File: config.mk
export PLATFORM = sky130hd
export DESIGN_NAME = circular_ordered_list_engine_top
export DESIGN_NICKNAME = d
export VERILOG_FILES = /design/src/cole_pkg.sv /design/src/circular_ordered_list_engine_top.sv /design/src/cole_ram.sv /design/src/cole_datapath.sv /design/src/cole_ctrl.sv
export SDC_FILE = /design/constraint.sdc
export NUM_CORES = 1
export LEC_CHECK = 0
export ABC_AREA = 1
export BUFFER_PORTS_ARGS = -buffer_cell sky130_fd_sc_hd__buf_4
export CAP_MARGIN = 20
export CORE_ASPECT_RATIO = 1.4
export CORE_MARGIN = 5
export CORE_UTILIZATION = 55
export CTS_CLUSTER_SIZE = 8
export DETAILED_ROUTE_END_ITERATION = 7
export HOLD_SLACK_MARGIN = 0.1
export PLACE_DENSITY = 0.72
export SYNTH_ARGS = -nofsm -noshare
export SYNTH_HDL_FRONTEND = slang
export SYNTH_SLANG_ARGS = --single-unit
File: constraint.sdc
create_clock -name clock -period 6.3 [get_ports clock]
set_clock_uncertainty 0.05 [all_clocks]
set_input_delay 0.63 -clock clock [delete_from_list [all_inputs] [get_ports clock]]
set_output_delay 0.63 -clock clock [all_outputs]
set_load 0.05 [all_outputs]
File: src/cole_pkg.sv
// Shared types and codes for the circular ordered list engine.
// Depends on nothing; the top, datapath, controller and checker import it.
`timescale 1ns / 1ps
`default_nettype none

package cole_pkg;

   // Default number of list slots.
   localparam int DEFAULT_CAPACITY = 16;

   // Fixed field widths of the stream beats.
   localparam int REQ_W    = 3;
   localparam int VALUE_W  = 32;
   localparam int STATUS_W = 2;
   localparam int COUNT_W  = 7;

   typedef logic [REQ_W-1:0]    req_code_type;
   typedef logic [STATUS_W-1:0] status_type;
   typedef logic [1:0]          rd_sel_type;

   // Request codes.
   localparam req_code_type REQ_FRONT  = 3'd0;
   localparam req_code_type REQ_END    = 3'd1;
   localparam req_code_type REQ_AFTER  = 3'd2;
   localparam req_code_type REQ_DELETE = 3'd3;
   localparam req_code_type REQ_READ   = 3'd4;

   // Result status codes.
   localparam status_type ST_OK        = 2'd0;
   localparam status_type ST_NOT_FOUND = 2'd1;
   localparam status_type ST_EMPTY     = 2'd2;
   localparam status_type ST_FULL      = 2'd3;

   // Read address selection for the element and link memories.
   localparam rd_sel_type RD_CUR  = 2'd0;
   localparam rd_sel_type RD_TAIL = 2'd1;
   localparam rd_sel_type RD_LINK = 2'd2;

   // Commands from the controller to the datapath.
   typedef struct packed {
      logic       accept;
      rd_sel_type rd_sel;
      logic       walk_first;
      logic       walk_next;
      logic       new_write;
      logic       new_self;
      logic       fix_write;
      logic       start_commit;
      logic       del_commit;
      logic       set_status;
      status_type status;
      logic       emit_elem;
      logic       emit_status;
   } cole_cmd_type;

   // Status from the datapath to the controller.
   typedef struct packed {
      req_code_type req;
      logic         empty;
      logic         full;
      logic         key_match;
      logic         last_step;
      logic         out_free;
   } cole_stat_type;

endpackage

`default_nettype wire

File: src/circular_ordered_list_engine_top.sv
// Circular ordered list engine. Insert front/end writes the new element after the tail and
// links it, or starts an empty list with it. A read-out gives one result beat per element,
// held while stalled. Delete and insert-after walk from the head to the matching key;
// insert-after then links its element; refused and unused requests give only a status beat.
// Synchronous reset empties the list; memory contents are left as they are.
// Depends on cole_pkg, cole_ctrl and cole_datapath.
`timescale 1ns / 1ps
`default_nettype none

module circular_ordered_list_engine_top #(
   parameter int CAPACITY = cole_pkg::DEFAULT_CAPACITY
) (
   input  wire                           clock,
   input  wire                           reset,
   input  wire                           req_tvalid,
   output logic                          req_tready,
   input  wire [63:0]                    req_tdata,  // value[31:0], key[63:32]
   input  wire [cole_pkg::REQ_W-1:0]     req_tuser,  // req_type[2:0]
   output logic                          rsp_tvalid,
   input  wire                           rsp_tready,
   output logic [39:0]                   rsp_tdata,  // element[31:0], count[38:32], zero[39]
   output logic [cole_pkg::STATUS_W-1:0] rsp_tuser,  // status[1:0]
   output logic                          rsp_tlast   // last_of_run
);

   import cole_pkg::*;

   cole_cmd_type  cmd;
   cole_stat_type stat;

   cole_ctrl u_ctrl (
      .clock      (clock),
      .reset      (reset),
      .req_tvalid (req_tvalid),
      .req_tready (req_tready),
      .stat       (stat),
      .cmd        (cmd)
   );

   cole_datapath #(
      .CAPACITY (CAPACITY)
   ) u_datapath (
      .clock      (clock),
      .reset      (reset),
      .in_req     (req_tuser),
      .in_value   (req_tdata[31:0]),
      .in_key     (req_tdata[63:32]),
      .cmd        (cmd),
      .stat       (stat),
      .rsp_tvalid (rsp_tvalid),
      .rsp_tready (rsp_tready),
      .rsp_tdata  (rsp_tdata),
      .rsp_tuser  (rsp_tuser),
      .rsp_tlast  (rsp_tlast)
   );

endmodule

`default_nettype wire

File: src/cole_ram.sv
// Generic single-write, single-read memory with a registered read port.
// Depends on nothing.
`timescale 1ns / 1ps
`default_nettype none

module cole_ram #(
   parameter int WIDTH = 32,
   parameter int DEPTH = 16
) (
   input  wire                       clock,
   input  wire                       wr_en,
   input  wire [$clog2(DEPTH)-1:0]   wr_addr,
   input  wire [WIDTH-1:0]           wr_data,
   input  wire [$clog2(DEPTH)-1:0]   rd_addr,
   output logic [WIDTH-1:0]          rd_data
);

   logic [WIDTH-1:0] mem_ff [DEPTH];

   // Write port and registered read port.
   always_ff @(posedge clock) begin
      if (wr_en) begin
         mem_ff[wr_addr] <= wr_data;
      end
      rd_data <= mem_ff[rd_addr];
   end

endmodule

`default_nettype wire

File: src/cole_datapath.sv
// Datapath of the list engine: element and link memories, list pointers,
// free slot map and the result beat register. Depends on cole_pkg, cole_ram.
`timescale 1ns / 1ps
`default_nettype none

module cole_datapath #(
   parameter int CAPACITY = cole_pkg::DEFAULT_CAPACITY
) (
   input  wire                           clock,
   input  wire                           reset,
   input  wire [cole_pkg::REQ_W-1:0]     in_req,
   input  wire [cole_pkg::VALUE_W-1:0]   in_value,
   input  wire [cole_pkg::VALUE_W-1:0]   in_key,
   input  cole_pkg::cole_cmd_type        cmd,
   output cole_pkg::cole_stat_type       stat,
   output logic                          rsp_tvalid,
   input  wire                           rsp_tready,
   output logic [39:0]                   rsp_tdata,
   output logic [cole_pkg::STATUS_W-1:0] rsp_tuser,
   output logic                          rsp_tlast
);

   import cole_pkg::*;

   localparam int SW = $clog2(CAPACITY);
   localparam int CW = $clog2(CAPACITY + 1);

   // Request registers.
   req_code_type              type_ff;
   logic signed [VALUE_W-1:0] value_ff;
   logic signed [VALUE_W-1:0] key_ff;

   // List state.
   logic [SW-1:0]       tail_ff, tail_in;
   logic [CW-1:0]       count_ff, count_in;
   logic [CAPACITY-1:0] free_ff, free_in;
   logic [SW-1:0]       lowest_free_ff, lowest_free_in;

   // Walk registers.
   logic [SW-1:0] cur_ff, cur_in;
   logic [SW-1:0] prev_ff, prev_in;
   logic [SW-1:0] idx_ff, idx_in;
   logic [SW-1:0] fix_ff, fix_in;
   status_type    status_ff, status_in;

   // Result beat register.
   logic                 out_valid_ff, out_valid_in;
   status_type           out_status_ff;
   logic [VALUE_W-1:0]   out_elem_ff;
   logic                 out_last_ff;
   logic [COUNT_W-1:0]   out_count_ff;

   // Memory ports.
   logic [SW-1:0]      rd_addr;
   logic [VALUE_W-1:0] elem_rd;
   logic [SW-1:0]      link_rd;
   logic               elem_we;
   logic               link_we;
   logic [SW-1:0]      link_waddr;
   logic [SW-1:0]      link_wdata;

   logic emit;
   logic single;

   assign single = (count_ff == CW'(1));
   assign emit   = cmd.emit_elem | cmd.emit_status;

   // Memory read address selection.
   always_comb begin
      unique case (cmd.rd_sel)
         RD_TAIL: rd_addr = tail_ff;
         RD_LINK: rd_addr = link_rd;
         default: rd_addr = cur_ff;
      endcase
   end

   // Memory write ports; new elements always take the lowest free slot.
   always_comb begin
      elem_we    = cmd.new_write;
      link_we    = 1'b0;
      link_waddr = lowest_free_ff;
      link_wdata = link_rd;
      if (cmd.new_write) begin
         link_we    = 1'b1;
         link_wdata = cmd.new_self ? lowest_free_ff : link_rd;
      end else if (cmd.fix_write) begin
         link_we    = 1'b1;
         link_waddr = fix_ff;
         link_wdata = lowest_free_ff;
      end else if (cmd.del_commit && !single) begin
         link_we    = 1'b1;
         link_waddr = prev_ff;
      end
   end

   cole_ram #(
      .WIDTH (VALUE_W),
      .DEPTH (CAPACITY)
   ) u_elem_ram (
      .clock   (clock),
      .wr_en   (elem_we),
      .wr_addr (lowest_free_ff),
      .wr_data (value_ff),
      .rd_addr (rd_addr),
      .rd_data (elem_rd)
   );

   cole_ram #(
      .WIDTH (SW),
      .DEPTH (CAPACITY)
   ) u_link_ram (
      .clock   (clock),
      .wr_en   (link_we),
      .wr_addr (link_waddr),
      .wr_data (link_wdata),
      .rd_addr (rd_addr),
      .rd_data (link_rd)
   );

   // Lowest free slot, found from the free map and registered.
   always_comb begin
      lowest_free_in = '0;
      for (int i = CAPACITY - 1; i >= 0; i--) begin
         if (free_ff[i]) begin
            lowest_free_in = SW'(i);
         end
      end
   end

   // List pointer, count and free map updates.
   always_comb begin
      tail_in  = tail_ff;
      count_in = count_ff;
      free_in  = free_ff;
      if (cmd.start_commit) begin
         tail_in                 = lowest_free_ff;
         count_in                = CW'(1);
         free_in[lowest_free_ff] = 1'b0;
      end else if (cmd.fix_write) begin
         count_in                = count_ff + CW'(1);
         free_in[lowest_free_ff] = 1'b0;
         if ((type_ff == REQ_END) || ((type_ff == REQ_AFTER) && (fix_ff == tail_ff))) begin
            tail_in = lowest_free_ff;
         end
      end else if (cmd.del_commit) begin
         count_in        = count_ff - CW'(1);
         free_in[cur_ff] = 1'b1;
         if (single) begin
            tail_in = '0;
         end else if (cur_ff == tail_ff) begin
            tail_in = prev_ff;
         end
      end
   end

   // Walk pointers and the pending status.
   always_comb begin
      cur_in    = cur_ff;
      prev_in   = prev_ff;
      idx_in    = idx_ff;
      fix_in    = fix_ff;
      status_in = status_ff;
      if (cmd.walk_first) begin
         cur_in  = link_rd;
         prev_in = tail_ff;
         idx_in  = '0;
      end else if (cmd.walk_next) begin
         cur_in  = link_rd;
         prev_in = cur_ff;
         idx_in  = idx_ff + SW'(1);
      end
      if (cmd.new_write) begin
         fix_in = (type_ff == REQ_AFTER) ? cur_ff : tail_ff;
      end
      if (cmd.set_status) begin
         status_in = cmd.status;
      end
   end

   // Result beat valid: set on load, cleared when taken.
   always_comb begin
      if (emit) begin
         out_valid_in = 1'b1;
      end else if (rsp_tready) begin
         out_valid_in = 1'b0;
      end else begin
         out_valid_in = out_valid_ff;
      end
   end

   // Control registers.
   always_ff @(posedge clock) begin
      if (reset) begin
         tail_ff      <= '0;
         count_ff     <= '0;
         free_ff      <= '1;
         out_valid_ff <= 1'b0;
      end else begin
         tail_ff      <= tail_in;
         count_ff     <= count_in;
         free_ff      <= free_in;
         out_valid_ff <= out_valid_in;
      end
   end

   // Payload registers.
   always_ff @(posedge clock) begin
      lowest_free_ff <= lowest_free_in;
      cur_ff         <= cur_in;
      prev_ff        <= prev_in;
      idx_ff         <= idx_in;
      fix_ff         <= fix_in;
      status_ff      <= status_in;
      if (cmd.accept) begin
         type_ff  <= in_req;
         value_ff <= in_value;
         key_ff   <= in_key;
      end
      if (cmd.emit_elem) begin
         out_status_ff <= ST_OK;
         out_elem_ff   <= elem_rd;
         out_last_ff   <= stat.last_step;
         out_count_ff  <= COUNT_W'(count_ff);
      end else if (cmd.emit_status) begin
         out_status_ff <= status_ff;
         out_elem_ff   <= '0;
         out_last_ff   <= 1'b1;
         out_count_ff  <= COUNT_W'(count_ff);
      end
   end

   // Status toward the controller.
   always_comb begin
      stat.req       = type_ff;
      stat.empty     = (count_ff == '0);
      stat.full      = (count_ff == CW'(CAPACITY));
      stat.key_match = (elem_rd == key_ff);
      stat.last_step = ((CW'(idx_ff) + CW'(1)) == count_ff);
      stat.out_free  = !out_valid_ff || rsp_tready;
   end

   assign rsp_tvalid = out_valid_ff;
   assign rsp_tdata  = {1'b0, out_count_ff, out_elem_ff};
   assign rsp_tuser  = out_status_ff;
   assign rsp_tlast  = out_last_ff;

endmodule

`default_nettype wire

File: src/cole_ctrl.sv
// Controller state machine of the list engine: decodes each request and
// sequences the datapath through the list walk. Depends on cole_pkg.
`timescale 1ns / 1ps
`default_nettype none

module cole_ctrl (
   input  wire                      clock,
   input  wire                      reset,
   input  wire                      req_tvalid,
   output logic                     req_tready,
   input  cole_pkg::cole_stat_type  stat,
   output cole_pkg::cole_cmd_type   cmd
);

   import cole_pkg::*;

   localparam logic [2:0] S_IDLE     = 3'd0;
   localparam logic [2:0] S_DISPATCH = 3'd1;
   localparam logic [2:0] S_HEAD     = 3'd2;
   localparam logic [2:0] S_FIRST    = 3'd3;
   localparam logic [2:0] S_WALK     = 3'd4;
   localparam logic [2:0] S_FIX      = 3'd5;
   localparam logic [2:0] S_RESULT   = 3'd6;

   logic [2:0] state_ff, state_in;

   assign req_tready = (state_ff == S_IDLE);

   // Next state and datapath commands.
   always_comb begin
      state_in = state_ff;
      cmd      = '0;
      cmd.rd_sel = RD_CUR;
      unique case (state_ff)
         S_IDLE: begin
            if (req_tvalid) begin
               cmd.accept = 1'b1;
               state_in   = S_DISPATCH;
            end
         end
         S_DISPATCH: begin
            state_in       = S_RESULT;
            cmd.set_status = 1'b1;
            cmd.status     = ST_OK;
            unique case (stat.req) inside
               REQ_FRONT, REQ_END: begin
                  if (stat.empty) begin
                     cmd.new_write    = 1'b1;
                     cmd.new_self     = 1'b1;
                     cmd.start_commit = 1'b1;
                  end else if (stat.full) begin
                     cmd.status = ST_FULL;
                  end else begin
                     state_in = S_HEAD;
                  end
               end
               REQ_AFTER: begin
                  if (stat.empty) begin
                     cmd.status = ST_EMPTY;
                  end else if (stat.full) begin
                     cmd.status = ST_FULL;
                  end else begin
                     state_in = S_HEAD;
                  end
               end
               REQ_DELETE, REQ_READ: begin
                  if (stat.empty) begin
                     cmd.status = ST_EMPTY;
                  end else begin
                     state_in = S_HEAD;
                  end
               end
               default: begin
                  cmd.status = ST_OK;
               end
            endcase
         end
         S_HEAD: begin
            // Fetch the successor of the tail, which is the head.
            cmd.rd_sel = RD_TAIL;
            state_in   = S_FIRST;
         end
         S_FIRST: begin
            if ((stat.req == REQ_FRONT) || (stat.req == REQ_END)) begin
               cmd.new_write = 1'b1;
               state_in      = S_FIX;
            end else begin
               cmd.walk_first = 1'b1;
               cmd.rd_sel     = RD_LINK;
               state_in       = S_WALK;
            end
         end
         S_WALK: begin
            if (stat.req == REQ_READ) begin
               // One result beat per element; hold the read while stalled.
               if (stat.out_free) begin
                  cmd.emit_elem = 1'b1;
                  cmd.walk_next = 1'b1;
                  cmd.rd_sel    = RD_LINK;
                  if (stat.last_step) begin
                     state_in = S_IDLE;
                  end
               end
            end else if (stat.key_match) begin
               cmd.set_status = 1'b1;
               cmd.status     = ST_OK;
               if (stat.req == REQ_AFTER) begin
                  cmd.new_write = 1'b1;
                  state_in      = S_FIX;
               end else begin
                  cmd.del_commit = 1'b1;
                  state_in       = S_RESULT;
               end
            end else if (stat.last_step) begin
               cmd.set_status = 1'b1;
               cmd.status     = ST_NOT_FOUND;
               state_in       = S_RESULT;
            end else begin
               cmd.walk_next = 1'b1;
               cmd.rd_sel    = RD_LINK;
            end
         end
         S_FIX: begin
            // Point the predecessor at the new element.
            cmd.fix_write  = 1'b1;
            cmd.set_status = 1'b1;
            cmd.status     = ST_OK;
            state_in       = S_RESULT;
         end
         S_RESULT: begin
            if (stat.out_free) begin
               cmd.emit_status = 1'b1;
               state_in        = S_IDLE;
            end
         end
         default: begin
            state_in = S_IDLE;
         end
      endcase
   end

   always_ff @(posedge clock) begin
      if (reset) begin
         state_ff <= S_IDLE;
      end else begin
         state_ff <= state_in;
      end
   end

endmodule

`default_nettype wire

## Yosys cells after proc, flatten, opt, wreduce, memory -nomap -nowiden

Memories as Yosys holds them, arrays and structs flattened. A register that Yosys moved wholly into a read port is not among the register bits.
Index checks and enable logic that the tools add are counted.

| cells by class | value |
|---|---|
| reductions and logical operators | 27 |
| add/sub/neg operators | 4 |
| equal/unequal tests | 24 |
| bitwise operators | 4 |
| muxes and demuxes | 113 |
| $lt $le $gt $ge | 4 |

Operators by type and width:

| kind | number |
|---|---|
| two-way mux 4 bit | 26 |
| two-way mux 32 bit | 2 |
| two-way mux 3 bit | 17 |
| two-way mux 16 bit | 3 |
| two-way mux 1 bit | 39 |
| == test 32 bit | 1 |
| two-way mux 2 bit | 13 |
| case mux 3 bit (7 select lines) | 1 |
| two-way mux 5 bit | 4 |
| AND 16 bit | 1 |
| NOT 16 bit | 1 |
| OR 16 bit | 1 |
| == test 3 x 2 -> 1 bit (second input constant) | 4 |
| == test 3 bit (second input constant) | 4 |
| case mux 2 bit (3 select lines) | 2 |
| less-than comparator 4 x 5 -> 1 bit (second input constant) | 2 |
| inequality test 3 bit (second input constant) | 3 |
| case mux 3 bit (3 select lines) | 1 |
| demux 1 bit (select 4 bit) | 2 |
| == test 4 bit | 2 |
| greater-or-equal comparator 4 x 1 -> 1 bit (second input constant) | 2 |
| case mux 4 bit (2 select lines) | 1 |
| nonzero test 2 bit | 4 |
| OR reduction 2 bit | 4 |
| 27 further kinds | 36 |

| storage, ports and cells | value |
|---|---|
| word-level logic and storage cells | 200 |
| output and inout port bits | 45 |
| memories | 2 |
| input bits | 71 |
| memory bits (writable) | 576 |
| bits in registers | 158 |

Memories:

| memory | depth | bits a word | read ports | clocked after Yosys merged registers in | wr ports | line | source |
|---|---|---|---|---|---|---|---|
| u_datapath.u_elem_ram.mem_ff | 16 | 32 | 1 | 1 | 1 | cole_ram.sv:18 | `logic [WIDTH-1:0] mem_ff [DEPTH];` |
| u_datapath.u_link_ram.mem_ff | 16 | 4 | 1 | 1 | 1 | cole_ram.sv:18 |  |

## Depth between registers and ports, before layout

| logic depth | value |
|---|---|
| depth after elaboration | 15 |
| depth in mapped cells | 25 |
| gate-level depth less buffers | 23 |

## Cells and area by module

Synthesis repeated with hierarchy kept, for this count alone.

| unflattened totals | value |
|---|---|
| cell total of the unflattened synthesis | 3118 |
| area total of the unflattened synthesis | 32796.5 um^2 |

Modules (own cells, without submodules):

| module | times used | cells an instance | area an instance (um^2) |
|---|---|---|---|
| cole_ram at u_datapath.u_elem_ram | 1 | 2120 | 22744.3 |
| cole_datapath | 1 | 625 | 6651.4 |
| cole_ram at u_datapath.u_link_ram | 1 | 290 | 2966.6 |
| cole_ctrl | 1 | 83 | 434.2 |

## Worst setup path after synthesis

No wires, ideal clock.

| timing path | value |
|---|---|
| kind | input to register |
| start | input req_tvalid |
| end | register u_datapath.key_ff[0] (enable) |
| path slack | 461 ps |
| stages | 2 |
| data arrival time | 5214 ps |
| library setup time | 574 ps |
| buffers on the path | 0 |
| cell sequence | inv_1 -> nor3_1 |

RTL lines:

| item | line | source |
|---|---|---|
| start: declaration | circular_ordered_list_engine_top.sv:15 | `input wire req_tvalid,` |
| end signal: assignment | cole_datapath.sv:217 | `key_ff <= in_key;` |
| end: declaration | cole_datapath.sv:31 | `logic signed [VALUE_W-1:0] key_ff;` |

## Final worst setup path

| timing path | value |
|---|---|
| start | register u_datapath.u_elem_ram.rd_data[20] (read register of u_datapath.u_elem_ram.mem_ff) |
| end | register u_datapath.u_elem_ram.rd_data[15] (read register of u_datapath.u_elem_ram.mem_ff) |

| on the way | value |
|---|---|
| longest elaborated chain between the ends | 6 |

RTL lines:

| item | line | source |
|---|---|---|
| start: declaration | cole_ram.sv:15 | `output logic [WIDTH-1:0] rd_data` |
| == test 32 bit (*) | cole_datapath.sv:237 | `stat.key_match = (elem_rd == key_ff);` |
| two-way mux 2 bit (*) | cole_ctrl.sv:104 | `end else if (stat.key_match) begin` |
| two-way mux 2 bit (*) | cole_ctrl.sv:94 | `if (stat.req == REQ_READ) begin` |
| case mux 2 bit (3 select lines) (*) | cole_ctrl.sv:34 | `unique case (state_ff)` |
| == test 2 bit or == test 2 x 1 -> 1 bit (tied branches) | cole_datapath.sv:70 | `unique case (cmd.rd_sel)` |
| case mux 4 bit (2 select lines) (*) | cole_datapath.sv:70 |  |

Mark *: on every way between the ends. The rest lies on a longest branch, timed or not.
A chain may end at the register's enable or synchronous reset.

==> flow_summary_export.csv <==
group,metric,value,unit
sta,final_hold_viol_count,0,
final_layout,antenna_cells,0,
grt,grt_usage,0.244,
synthesis,postSynthAreaPerCell,13.2,um^2
clock_network,post_cts_buffers,0,
floorplanning,io_pins,116,
drt,drtIter0Drc,2134,
synthesis,synth_edf_count,695,
floorplanning,dieArea,61000,um^2
final_layout,fill_cells,3914,
grt,gr-total-overflow,0,
grt,grt_pass1_wl,114000,um
floorplanning,fp.dieW,210,um
drt,routed_via_density,5.91,
synthesis,synth_ff_type,"edfxtp_1",
final_layout,final_nets,2610,
critical_path,cpMostUsedCell,"nand2_1",
sta,tns,0,ps
clock_network,cts_root_buf,"clkbuf_16",
sta,max_slew.worst_pin.slew,1170,ps
synthesis,synth_warnings,0,
pwr,cellLeakagePower,12.8,nW
outcome,status,"finished, final reports clean",
sta,slew_viol_final,0,
floorplanning,start_util,0.556,
critical_path,cp_max_fo,120,
critical_path,cp-start-kind,"register",
clock_network,insertion_delay,650,ps
floorplanning,core_area,55500,um^2
sta,rsz0062_at_grt,"no",
synthesis,syn-cell-area,30900,um^2
clock_network,h-tree-depth,3,
sta,setup_viol,0,
clock_network,cts_sinks,770,
drt,detail-route-antenna-nets,0,
sta,period_share,0.746,
grt,antenna_found_initial,4,
critical_path,crit_arrival,5190,ps
final_layout,final_cell_mix,"695 x edfxtp_1, 285 x nor2_1, 249 x nand2_1, 211 x o21ai_0, 149 x buf_4",
placed_design,portBuffers,112,
critical_path,required,6790,ps
synthesis,yosysTopAreaCellShare,0.676,
drt,via_count,19700,
critical_path,slowest_stage,"dfxtp_1",
critical_path,cp_cell_sequence,"nand2_1 -> nand2_1 -> nand2_1 -> nor2_1 -> nand2_1 -> nor2_4 -> nand2_1 -> inv_1 -> nor2_1 -> nand2_1 -> nand2_1 -> nor2_1 -> ha_1 -> inv_2 -> o21ai_1 -> inv_6 -> buf_12 -> o21ai_0 -> o221ai_1 -> o211ai_1 -> nand2_1",
synthesis,ys_seq_elements,770,
final_layout,drive_gt1_frac,0.130,
clock_network,path_clk_slew,50,ps
sta,relSlewSlack,0.220,
min_path,hp-class,"input pin to register",
drt,wire_per_inst,22.8,um
pwr,irDropWorstVdd,1000,uV
run,drv_cap,0,
placed_design,hpwl,41500,um
synthesis,async_flop_share,0,
clock_network,post_cts_resize_count,0,
critical_path,path_class,"register to register",
synthesis,synth_largest_area_cell,"edfxtp_1",
grt,grt_max_degree,213,
sta,post-route-min-period,4700,ps
critical_path,max_stage_delay,620,ps
clock_network,cts_buffers,106,
synthesis,ys_seq_area_frac,0.725,
final_layout,syn_to_final_growth,16.5,%
floorplanning,num_rows,102,
synthesis,synth_cell_type_count,46,
grt,grt_pass1_vias,19600,
drt,drc,0,
synthesis,yosys-top-cells-area,"edfxtp_1 68%, dfxtp_1 4.9%, nor2_1 3.5%",
sta,holdWs,126,ps
final_layout,final_common_cell,"edfxtp_1",
synthesis,synth_cells,2339,
placed_design,gp_congestion,0.930,
critical_path,worstSetupEndpointType,"register",
clock_network,clk_path_buf_depth,3,
pwr,powerDensity,512,nW/um^2
sta,max_freq,0.213,GHz
drt,first_pass_iters,6,
clock_network,tritoncts,"done",
drt,routed_wl,76200,um
floorplanning,die-height,290,um
## metal layers
| metal | vias to the layer above | GRT usage | routed length [um] | part of all wire |
|---|---|---|---|---|
| met3 | 185 | 0.0344 | 5920 | 0.078 |
| met4 | 2 | 0.0928 | 2550 | 0.033 |
| met5 | - | 0 | 13 | 0.00017 |
| li1 | 8955 | - | - | - |
| met2 | 930 | 0.427 | 38900 | 0.51 |
| met1 | 9644 | 0.308 | 28800 | 0.38 |
## critical path: cells and delay by family (launching register included)
family | cells | cell delay (ps)
AO/OA/AOI/OAI | 4 | 790
buffers and inverters | 4 | 1210
flip-flops | 1 | 620
AND/OR/NAND/NOR | 12 | 1460
adder cells (fa/ha/maj) | 1 | 310
## synthesized netlist by cell type, types with 4 or more instances
cell type	count
edfxtp_1	695
nor2_1	285
nand2_1	249
o21ai_0	211
inv_1	134
o221ai_1	104
mux2i_1	103
dfxtp_1	75
nand3_1	68
o211ai_1	58
clkbuf_1	52
buf_2	48
or2_2	41
o22ai_1	40
a21oi_1	31
xnor2_1	27
o21ai_1	17
buf_4	16
inv_2	12
nor3_1	9
ha_1	6
xor2_1	6
buf_6	5
nor2_2	5
clkbuf_2	4
## metrics by stage
stage	util	setup WS, ps	std cells	power, mW	area (um^2)
floorplan	-	461	2341	11.3	30900
global placement	0.582	1760	3095	13.0	32300
detailed placement	0.582	1700	3095	13.2	32300
CTS	0.648	1690	3336	18.4	36000
global route	0.648	1290	3336	19.3	36000
finish	0.648	1600	3336	18.4	36000
## kinds of logic after synthesis
kind of cell	count (synthesis)	synth area share
AO/OA/AOI/OAI	478	0.0986
XOR/XNOR	33	0.00937
adder cells (fa/ha/maj)	6	0.00243
buffers and inverters	273	0.0385
flip-flops	770	0.725
multiplexers	103	0.0334
other	1	0.000122
AND/OR/NAND/NOR	675	0.0925
## layout make-up
cell class | count | area [um^2] | area share
inverters | 148 | 563 | 0.0157
multi-input cells | 1298 | 7320 | 0.204
clock buffers | 176 | 2940 | 0.0817
well taps | 728 | 911 | 0.0253
clock inverters | 7 | 115 | 0.00320
flip-flops and latches | 770 | 22400 | 0.622
repair buffers | 209 | 1740 | 0.0484
## registers in the layout, indices dropped and copies added (netlist names), 2 cells and up
| name | cells |
|---|---|
| u_datapath.u_link_ram.mem_ff | 64 |
| u_datapath.key_ff | 32 |
| u_datapath.u_link_ram.rd_data | 4 |
| u_datapath.type_ff | 3 |
| u_datapath.prev_ff | 4 |
| u_datapath.tail_ff | 4 |
| u_datapath.free_ff | 16 |
| u_datapath.value_ff | 32 |
| u_datapath.lowest_free_ff | 4 |
| u_datapath.u_elem_ram.rd_data | 32 |
| u_datapath.out_elem_ff | 32 |
| u_datapath.count_ff | 5 |
| u_datapath.idx_ff | 4 |
| u_datapath.status_ff | 2 |
| u_datapath.out_count_ff | 5 |
| u_datapath.fix_ff | 4 |
| u_datapath.rsp_tuser | 2 |
| u_ctrl.state_ff | 3 |
| u_datapath.cur_ff | 4 |
| u_datapath.u_elem_ram.mem_ff | 512 |
## report_power, final
part,switching [mW],internal [mW]
Clock,2.04,3.14
Combinational,4.43,2.06
Sequential,0.450,6.30
## worst paths after layout
| kind | start | endpoint | slack [ps] | depth (start not counted) |
|---|---|---|---|---|
| worst max register to register | u_datapath.u_elem_ram.rd_data[20] | u_datapath.u_elem_ram.rd_data[15] | 1600 | 21 |
| worst min-delay path | req_tdata[16] | u_datapath.value_ff[16] | 130 | 1 |
| worst max-delay path | u_datapath.u_elem_ram.rd_data[20] | u_datapath.u_elem_ram.rd_data[15] | 1600 | 21 |
| worst min register to register | u_datapath.rsp_tuser[0] | u_datapath.rsp_tuser[0] | 440 | 2 |
## what timing repair did
item | 4_1_cts | 5_1_grt
hold buffers | 58 | 0
endpoints found under the hold margin | 58 | 0
setup endpoints to repair | 0 | 0
(Power assumes the default switching activity.)
